$ cat config.mk
export PLATFORM = sky130hd
export DESIGN_NAME = rpc_cell
export DESIGN_NICKNAME = d
export VERILOG_FILES = /design/src/design/rpc_pkg.sv /design/src/design/rpc_cell.sv
export SDC_FILE = /design/constraint.sdc
export NUM_CORES = 1
export LEC_CHECK = 0
export ABC_AREA = 1
export BUFFER_PORTS_ARGS = -buffer_cell sky130_fd_sc_hd__buf_4
export CAP_MARGIN = 0
export CORE_AREA = 3 3 182 184
export DETAILED_ROUTE_END_ITERATION = 6
export DIE_AREA = 0 0 185 187
export PLACE_DENSITY = 0.73
export SYNTH_ARGS = -nofsm -noshare
export SYNTH_HDL_FRONTEND = slang
export SYNTH_SLANG_ARGS = --single-unit
$ cat constraint.sdc
create_clock -name clk -period 0.9 [get_ports clk]
set_input_delay 0.045 -clock clk [delete_from_list [all_inputs] [get_ports clk]]
set_output_delay 0.045 -clock clk [all_outputs]
set_load 0.03 [all_outputs]
$ cat src/design/rpc_pkg.sv
// rpc_pkg: widths, register indexes, vertex payload type and arctangent table
// shared by the point rotation pipeline. No dependencies.
`default_nettype none
package rpc_pkg;

	localparam int COORD_W = 32;
	localparam int ANGLE_W = 16;
	localparam int TAG_W   = 8;
	localparam int IDX_W   = 2;
	localparam int CW      = 34;               // CORDIC datapath width
	localparam int DIFF_W  = COORD_W + 1;      // coordinate minus center
	localparam int TRIG_W  = 32;               // clamped cos/sin, Q30
	localparam int PROD_W  = DIFF_W + TRIG_W;  // full product
	localparam int RND_W   = PROD_W - 30;      // product rounded to Q16.16
	localparam int SUM_W   = RND_W + 2;

	localparam logic [IDX_W-1:0] REG_CENTER_FIRST  = 2'd0;
	localparam logic [IDX_W-1:0] REG_CENTER_SECOND = 2'd1;
	localparam logic [IDX_W-1:0] REG_ANGLE         = 2'd2;
	localparam logic [IDX_W-1:0] REG_GROUP         = 2'd3;

	localparam logic signed [CW-1:0] GAIN_Q30 = 34'sd652032874;
	localparam logic signed [CW-1:0] ONE_Q30  = 34'sd1073741824;

	typedef struct packed {
		logic [COORD_W-1:0] a;
		logic [COORD_W-1:0] b;
		logic [DIFF_W-1:0]  da;
		logic [DIFF_W-1:0]  db;
		logic [1:0]         quad;
		logic               hit;
		logic               last;
	} vtx_t;

	// arctan(2^-i) in units of 2^-32 turn
	function automatic logic [CW-1:0] atan_turn(input logic [4:0] i);
		logic [CW-1:0] v;
		case (i)
			5'd0:  v = 34'd536870912;
			5'd1:  v = 34'd316933406;
			5'd2:  v = 34'd167458907;
			5'd3:  v = 34'd85004756;
			5'd4:  v = 34'd42667331;
			5'd5:  v = 34'd21354465;
			5'd6:  v = 34'd10679838;
			5'd7:  v = 34'd5340245;
			5'd8:  v = 34'd2670163;
			5'd9:  v = 34'd1335087;
			5'd10: v = 34'd667544;
			5'd11: v = 34'd333772;
			5'd12: v = 34'd166886;
			5'd13: v = 34'd83443;
			5'd14: v = 34'd41722;
			5'd15: v = 34'd20861;
			5'd16: v = 34'd10430;
			5'd17: v = 34'd5215;
			5'd18: v = 34'd2608;
			5'd19: v = 34'd1304;
			5'd20: v = 34'd652;
			5'd21: v = 34'd326;
			5'd22: v = 34'd163;
			5'd23: v = 34'd81;
			5'd24: v = 34'd41;
			5'd25: v = 34'd20;
			5'd26: v = 34'd10;
			5'd27: v = 34'd5;
			5'd28: v = 34'd3;
			5'd29: v = 34'd1;
			5'd30: v = 34'd1;
			default: v = 34'd0;
		endcase
		return v;
	endfunction

endpackage
`default_nettype wire

$ cat src/design/rpc_cell.sv
// rpc_cell: one CORDIC rotation stage; carries the vertex word alongside.
// Depends on rpc_pkg.
`default_nettype none
module rpc_cell import rpc_pkg::*; #(
	parameter int STAGE = 0
) (
	input  wire logic                 clk,
	input  wire logic                 arst_n,
	input  wire logic                 en,
	input  wire logic                 vld_i,
	input  wire logic signed [CW-1:0] x_i,
	input  wire logic signed [CW-1:0] y_i,
	input  wire logic signed [CW-1:0] z_i,
	input  wire vtx_t                 vtx_i,
	output logic                      vld_o,
	output logic signed [CW-1:0]      x_o,
	output logic signed [CW-1:0]      y_o,
	output logic signed [CW-1:0]      z_o,
	output vtx_t                      vtx_o
);

	logic signed [CW-1:0] dx, dy, ang;
	logic signed [CW-1:0] x_nx, y_nx, z_nx;
	logic                 vld_s1;
	logic signed [CW-1:0] x_s1, y_s1, z_s1;
	vtx_t                 vtx_s1;

	assign dx  = y_i >>> STAGE;
	assign dy  = x_i >>> STAGE;
	assign ang = $signed(atan_turn(5'(STAGE)));

	always_comb begin
		if (!z_i[CW-1]) begin
			x_nx = x_i - dx;
			y_nx = y_i + dy;
			z_nx = z_i - ang;
		end else begin
			x_nx = x_i + dx;
			y_nx = y_i - dy;
			z_nx = z_i + ang;
		end
	end

	always_ff @(posedge clk or negedge arst_n) begin
		if (!arst_n) begin
			vld_s1 <= 1'b0;
		end else if (en) begin
			vld_s1 <= vld_i;
		end
	end

	always_ff @(posedge clk) begin
		if (en) begin
			x_s1   <= x_nx;
			y_s1   <= y_nx;
			z_s1   <= z_nx;
			vtx_s1 <= vtx_i;
		end
	end

	assign vld_o = vld_s1;
	assign x_o   = x_s1;
	assign y_o   = y_s1;
	assign z_o   = z_s1;
	assign vtx_o = vtx_s1;

endmodule
`default_nettype wire

==> results of run 1 <==
==> per-stage QoR <==
step	util	hold WS [ns]	cell area, µm²	setup WS (ns)	setup TNS (ns)
global placement	0.691	-0.171	21800	-1.21	-65.64
floorplan	-	-0.251	15700	-0.680	-37.49
CTS	0.864	-0.126	27300	-0.407	-82.08
detailed placement	0.691	-0.171	21800	-1.25	-67.55
==> cells in the mapped netlist, types with 6 or more instances <==
master and n:
a21o_1 19, a21oi_1 119, a21oi_2 10, buf_2 11, buf_4 17, buf_6 6
clkbuf_1 10, edfxtp_1 235, ha_1 103, inv_1 206, inv_2 6, nand2_1 397
nand2_2 11, nand3_1 141, nand4_1 12, nor2_1 129, nor2_2 15, nor3_1 13
o211ai_1 7, o21ai_0 75, o21ai_1 17, o21bai_1 9, o22ai_1 6, xor2_1 26
==> cell families after synthesis <==
logic type	after synthesis
buffers and inverters	258
DFF	236
AOI/OAI and AO/OA	276
muxes	3
adders and majority gates	107
and+or+nand+nor	740
xor gates and xnor gates	27
==> timing repair <==
action | in CTS
pin swaps | 185
resized for setup | 656
hold buffers | 170
setup endpoints to repair | 299
buffers inserted | 53
hold endpoints to repair | 199
==> per-layer routing <==
layer	GRT usage	GRT overflow
met3	0.752	13
met1	0.839	9
met5	0.459	1
met4	0.793	81
met2	0.943	99
==> metrics.txt, run 1 <==
Unique masters post-synth 49; largest family of logic cells by synthesized area simple AND/OR/NAND/NOR gates; portion of netlist area occupied by mux cells 0.00215; top cells by area, synth edfxtp_1, nand2_1, ha_1, inv_1, nand3_1; Worst EP Category sequential cell input; Placed Instances 2,785; Port Buffer Count 476; H-tree depth 1; Overflow after GRT slightly above 200; gpl congestion 0.942; area leader, netlist edfxtp_1; Synth Area in Simple Gates 0.219; Tool Error [ERROR GRT-0232] Routing congestion too high. Check the congestion heatmap in the GUI.; Failed at global routing (5_1_grt); post-detail-place hpwl 51,800 µm; Syn. warnings 0; post-synthesis sequential area ratio 0.486; Synth Flop Type edfxtp_1; row cnt 65; syn nets approximately 2,000; Die Height 187 µm; DIE WIDTH 185 µm; Syn Inst Count 1,647; async set-reset flop share out of synthesis 0.00424; status did not finish; Compound-Gate Fraction of Synth Area 0.108; I/O pin count approximately 480; Syn Std Cell Area 14,600 µm²; Synth Area per Inst roughly 8.8 µm²; Root Buffer clkbuf_16; Post-synth EDFFs 235; Synth top area share 0.484; largest net degree at the start of global routing 50; Seq cells post-synth 236; Synth Area in XOR/XNOR 0.0162; Clock Sinks roughly 240; worst endpoint after global-route timing repair y_o[21]$_DFFE_PP_/D; TritonCTS Buffers 26; total track usage 0.833; Synth Area in Adders 0.0940; CTS Buffer Depth 3; Initial Util 0.462
==> run 2, diff against run 1 <==
--- a/config.mk
+++ b/config.mk
@@ -8,10 +8,10 @@
 export ABC_AREA = 1
 export BUFFER_PORTS_ARGS = -buffer_cell sky130_fd_sc_hd__buf_4
 export CAP_MARGIN = 0
-export CORE_AREA = 3 3 182 184
+export CORE_MARGIN = 3
+export CORE_UTILIZATION = 40
 export DETAILED_ROUTE_END_ITERATION = 6
-export DIE_AREA = 0 0 185 187
-export PLACE_DENSITY = 0.73
+export PLACE_DENSITY_LB_ADDON = 0.15
 export SYNTH_ARGS = -nofsm -noshare
 export SYNTH_HDL_FRONTEND = slang
 export SYNTH_SLANG_ARGS = --single-unit
==> run 2 against run 1 <==
  * The flow now finishes, with violations (hold timing, setup timing)
  * Synthesized cell count stayed put
  * Synthesized area unchanged
==> metrics.txt, run 2 <==
later-pin clock latency in the skew report 0.54 ns; Slew @ Worst Pin 0.417 ns; Max-Cap Viols 0; Hold Crit Class input port to register; top cells by area, synth edfxtp_1, nand2_1, ha_1, inv_1, nand3_1; Routed WL per cell 23.1 µm; total track usage 0.349; post-detail-place hpwl 51,300 µm; Routed WL 73,000 µm; post-synthesis sequential area ratio 0.486; Hold Vio Cnt, Final 1; first-pass GRT wire length about 100,000 µm; async set-reset flop share out of synthesis 0.00424; peak supply drop 1210 µV; Worst-path clk slew approximately 0.060 ns; Port Buffer Count 476; fin area 28,500 µm²; routed vias 16,800; syn nets 1,994; Pwr per Cell Area 1490 nW/µm²; RSZ-0062 raised after global routing yes; commonest cells in the netlist nand2_1, edfxtp_1, inv_1, nand3_1, nor2_1; crit-path max FO 6; Core Util, Final 0.797; die area 38,700 µm²; Post-synth EDFFs 235; Tcrit/Tclk final 1.58; status finished with violations; Fmax 701 MHz; Hold Buf Count CTS 170; failing checks hold timing, setup timing; TritonCTS Buffers 27; Clock Sinks between 200 and 250; CP endpoint kind register; area growth from synthesis to layout 95.6%; largest net degree at the start of global routing 42; DIE WIDTH 197 µm; Synth Area per Inst 8.85 µm²; Final Max Slew Viols 0; Fillers around 2,200; Critical Path AT 1.73 ns; post-route ant nets 0; final setup fails between 300 and 400; CTS Buffer Depth 3; Unique masters post-synth 49; fin nets 3,032; core outline area 35,700 µm²; vias in the first global route ~17,000; Final WS setup -0.526 ns; LEAKAGE 0.0129 µW; Synth Flop Type edfxtp_1; most frequent cells in the layout buf_4, buf_6, nand2_1; initial antenna violation count 2; Overflow after GRT 0; drt first pass iters 6; Worst EP required between 1 and 1.5 ns; row cnt 69; max FFs per register roughly 130; most frequent cell after synthesis nand2_1; Root Buffer clkbuf_16; Initial Util 0.408; gpl congestion 0.968; Syn Std Cell Area 14,600 µm²; min-delay src z_i[30]; Synth top area share 0.484; I/O pin count 477; DR iter-0 viols 1,230; via-per-instance ratio 5.31; Worst R2R Start vld_o; fin crit period 1.43 ns; CTS tree done; layout cells sized above 1 0.550; worst setup path startpoint x_i[4]; Fin Hold WS -0.0998 ns; Clock Skews 0 ns; Remaining DRCs 0; Crit Path Class input port to register; DP Area 22,100 µm²; commonest non-fill, non-tap cell in the layout buf_4; Die Height 197 µm; Syn Inst Count 1,647; area leader, netlist edfxtp_1; Worst slew margin 0.722; Seq cells post-synth 236; Syn. warnings 0; Critical Path Start Type input port; H-tree depth 1
run 2: cell counts after synthesis:
No cell type changed its count.
run 2: timing repair:
action,CTS,global route
resized for setup,655,178
gates cloned,0,1
hold endpoints to repair,211,1
buffers inserted,55,38
pin swaps,148,95
endpoints found under the setup margin,300,356
run 2: cell families after synthesis:
family | share of synthesized area
AND/OR/NAND/NOR | 0.219
AO/OA/AOI/OAI | 0.108
buffers and inverters | 0.0751
flip-flops | 0.486
adder cells (fa/ha/maj) | 0.0940
XOR/XNOR | 0.0162
multiplexers | 0.00215
run 2: area by class of cell:
class / count / area, µm² / area share
repair buffers: 1053 / 9940 / 0.349
multi-input cells: 1153 / 9090 / 0.319
flip-flops and latches: 236 / 7080 / 0.249
inverters: 214 / 963 / 0.0338
clock buffers: 29 / 683 / 0.0240
well taps: 461 / 577 / 0.0202
clock inverters: 17 / 145 / 0.00509
diodes: 3 / 7.51 / 0.000264
run 2: routing by layer:
metal	vias to the layer above	track usage	routed length, µm
li1	7628	-	-
met1	8159	0.426	27500
met2	821	0.611	36100
met3	216	0.0535	5030
met4	0	0.162	4300
met5	-	0	0
run 2: path summary, 6_finish.rpt:
path                                end  slack [ns]  cells after the start
min in group asynchronous         vld_o        0.39                      3
worst max register to register    vld_o        0.13                      1
worst min-delay path            z_o[30]        -0.1                      2
max in group asynchronous         vld_o        0.41                      3
worst max-delay path            x_o[15]       -0.53                     13
worst min register to register    vld_o        0.55                      1
run 2: through the flow:
step	total power (µW)	setup TNS, ns	setup WS (ns)	instances
after floorplan	20900	-37.49	-0.680	1647
after global placement	27300	-67.34	-1.22	2863
after detailed placement	27400	-68.10	-1.23	2863
after CTS	41000	-81.17	-0.444	3128
after global routing	43900	-95.01	-0.625	3166
final	42500	-84.90	-0.526	3166
run 2: critical path, stage by stage:
cell and delay [ns]:
buf_8 0.09, inv_8 0.03, ha_4 0.33, buf_6 0.15, a21oi_4 0.08, o21ai_2 0.19, inv_1 0.10, nand2_2 0.10
nand2_1 0.10, buf_4 0.15, a21oi_2 0.12, o31ai_1 0.08, buf_4 0.15
run 2: report_power, final:
part / switching, µW / leakage [µW] / internal (µW)
combinational: 9680 / 0.0102 / 7990
sequential: 614 / 0.00231 / 13400
clock: 4920 / 0.000413 / 5850
Power figures use the tool's default switching activity.
==> run 3, diff against run 2 <==
--- a/config.mk
+++ b/config.mk
@@ -5,7 +5,6 @@
 export SDC_FILE = /design/constraint.sdc
 export NUM_CORES = 1
 export LEC_CHECK = 0
-export ABC_AREA = 1
 export BUFFER_PORTS_ARGS = -buffer_cell sky130_fd_sc_hd__buf_4
 export CAP_MARGIN = 0
 export CORE_MARGIN = 3
==> run 3 against run 2 <==
  * The run still ends with hold timing, setup timing left
  * First-iteration DRC count is 11% lower
  * Hold slack better by 0.057 ns
  * Register-to-register slack is essentially flat
  * Sequential share of layout area rose by 2.5 points
  * Core utilization up 1.8 points
==> metrics.txt, run 3 <==
Root Buffer clkbuf_16; LEAKAGE about 0.011 µW; Post-synth EDFFs between 200 and 250; Worst EP required 1.21 ns; commonest non-fill, non-tap cell in the layout buf_4; Core Util, Final 0.815; CTS tree done; Hold Buf Count CTS 170; Worst slew margin 0.655; crit-path max cell delay between 0.3 and 0.4 ns; crit-path max FO 2; Remaining DRCs 0; portion of netlist area occupied by mux cells 0.0148; Sequential Power Share 0.340; Synth Area per Inst 11.5 µm²; routed vias 13,800; CP endpoint kind register; Crit Path Class input port to register; vias in the first global route 13,900; RSZ-0062 raised after global routing yes; max FFs per register 134; Synth Flop Type edfxtp_1; Fillers approximately 1,800; Die Height between 150 and 200 µm; failing checks hold timing, setup timing; I/O pin count 477; Clk pwr share 0.275; Routed WL per cell 24.5 µm; Hold Crit Class input port to register; Port Buffer Count between 400 and 500; Seq cells post-synth 236; total track usage 0.328; largest net degree at the start of global routing 40; Max-Cap Viols 0; Synth Area in XOR/XNOR 0.0454; area leader, netlist edfxtp_1; Clock Sinks 236; syn nets 1,468; initial antenna violation count 2; Internal between 20,000 and 30,000 µW; final setup fails 301; combinational share of power 0.386; area growth from synthesis to layout 100%; Slew @ Worst Pin slightly above 0.5 ns; post-route ant nets 0; Unique masters post-synth 76; net switching power 14,300 µW; switch share 0.340; Final Max Slew Viols 0; Overflow after GRT 0; Syn Std Cell Area 12,900 µm²; Sequential cell area 7080 µm²; area of the multi-input gates between 6000 and 7000 µm²; Worst path top cell family by delay compound AO/OA/AOI/OAI gates; status finished with violations; peak supply drop roughly 1400 µV; Routed WL 63,500 µm; Initial Util 0.407; row cnt 65; top cells by area, synth edfxtp_1, ha_1, a21oi_1, xnor2_1, inv_1; fin crit period 2.26 ns; first-pass GRT wire length 85,500 µm; Synth top area share 0.546; Syn. warnings 0; DIE WIDTH about 190 µm; Synth Area in Simple Gates 0.0758; setup TNS -123.83 ns; core outline area 31,700 µm²; Fin Hold WS -0.0429 ns; commonest cells in the netlist edfxtp_1, a21oi_1, inv_1, ha_1, nor2_1; Pwr per Cell Area 1630 nW/µm²; cell mode on critical path o21ai_2; power consumption around 42,000 µW; layout cells sized above 1 0.567; largest family of logic cells by synthesized area compound AO/OA/AOI/OAI gates; gpl congestion 0.936; drt first pass iters 5; critical path's slowest cell fa_2; most frequent cells in the layout buf_4, buf_6, edfxtp_1; CTS Buffer Depth 3; DR iter-0 viols 1,096; Tcrit/Tclk final 2.52; most frequent cell after synthesis edfxtp_1; Final WS setup -1.36 ns; crit-path cells buf_8, buf_6, inv_4, ha_4, fa_2, nor2b_2, o21ai_2, a22o_2, o31a_1, o41ai_4, a311oi_2, buf_4, o21ai_2, o21ai_2, xnor2_1; Syn Inst Count 1,121; die area around 34,000 µm²; later-pin clock latency in the skew report about 0.55 ns; Hold Vio Cnt, Final 1; async set-reset flop share out of synthesis 0.00424; Worst-path clk slew 0.07 ns; Critical path buffers and inverters 4; Clock Skews 0 ns; Critical Path Start Type input port; H-tree depth 1; Fmax 442 MHz; Compound-Gate Fraction of Synth Area 0.158; Synth Area in Adders 0.106; via-per-instance ratio 5.31; fin nets 2,515; post-detail-place hpwl between 40,000 and 50,000 µm; Critical Path AT 2.58 ns; TritonCTS Buffers 27; post-synthesis sequential area ratio 0.548
==> run 3: what timing repair did <==
action,CTS,global route
cloned,0,3
buffers inserted,42,52
gates resized for setup,458,182
pin swaps,98,113
setup endpoints to repair,300,490
endpoints found under the hold margin,191,1
==> run 3: path summary, 6_finish.rpt <==
check	slack [ns]	from	end	cells after the start
max	-1.36	x_i[0]	x_o[22]	15
min	-0.04	z_i[32]	z_o[33]	3
max reg2reg	0.13	vld_o	vld_o	1
min reg2reg	0.55	vld_o	vld_o	1
max in group asynchronous	0.39	arst_n	vld_o	3
min in group asynchronous	0.39	arst_n	vld_o	3
==> run 3: cell families after synthesis <==
kind of cell    count (synthesis)
mux                            19
buf+inv                       152
flops                         236
fa+ha+maj                     107
simple gates                  215
compound gates                325
xor+xnor                       67
==> run 3: per-stage QoR <==
stage                     setup slack (ns)  instances  cell area, µm²  hold WS, ns
after floorplan                      -1.57       1121           13700       -0.251
after global placement               -1.93       2298           20000       -0.157
after detailed placement             -1.97       2298           20000       -0.157
after CTS                            -1.28       2553           24800      -0.0617
after global routing                 -1.43       2593           25800      -0.0112
final                                -1.36       2595           25800      -0.0429
==> run 3: routing by layer <==
metal | track usage | part of all wire | vias to the layer above
met5 | 0 | 0 | -
met4 | 0.166 | 0.064 | 0
met3 | 0.0557 | 0.068 | 197
met2 | 0.556 | 0.49 | 682
met1 | 0.405 | 0.38 | 6725
li1 | - | - | 6168
==> run 3: power by group through the flow <==
| stage | sequential [µW] | clock, µW | combinational (µW) |
|---|---|---|---|
| after detailed placement | 14200 | 0 | 12400 |
| after global routing | 14400 | 12100 | 16900 |
| after global placement | 14200 | 0 | 12300 |
| final | 14300 | 11600 | 16300 |
| after CTS | 14200 | 11400 | 14900 |
| after floorplan | 16500 | 0 | 3800 |
==> run 3: layout make-up <==
cell class,instances,share of cell area
diodes,4,0.000387
clock buffers,29,0.0264
clock inverters,21,0.00799
inverters,110,0.0201
multi-input cells,733,0.270
flip-flops and latches,236,0.274
well taps,402,0.0195
repair buffers,1060,0.381
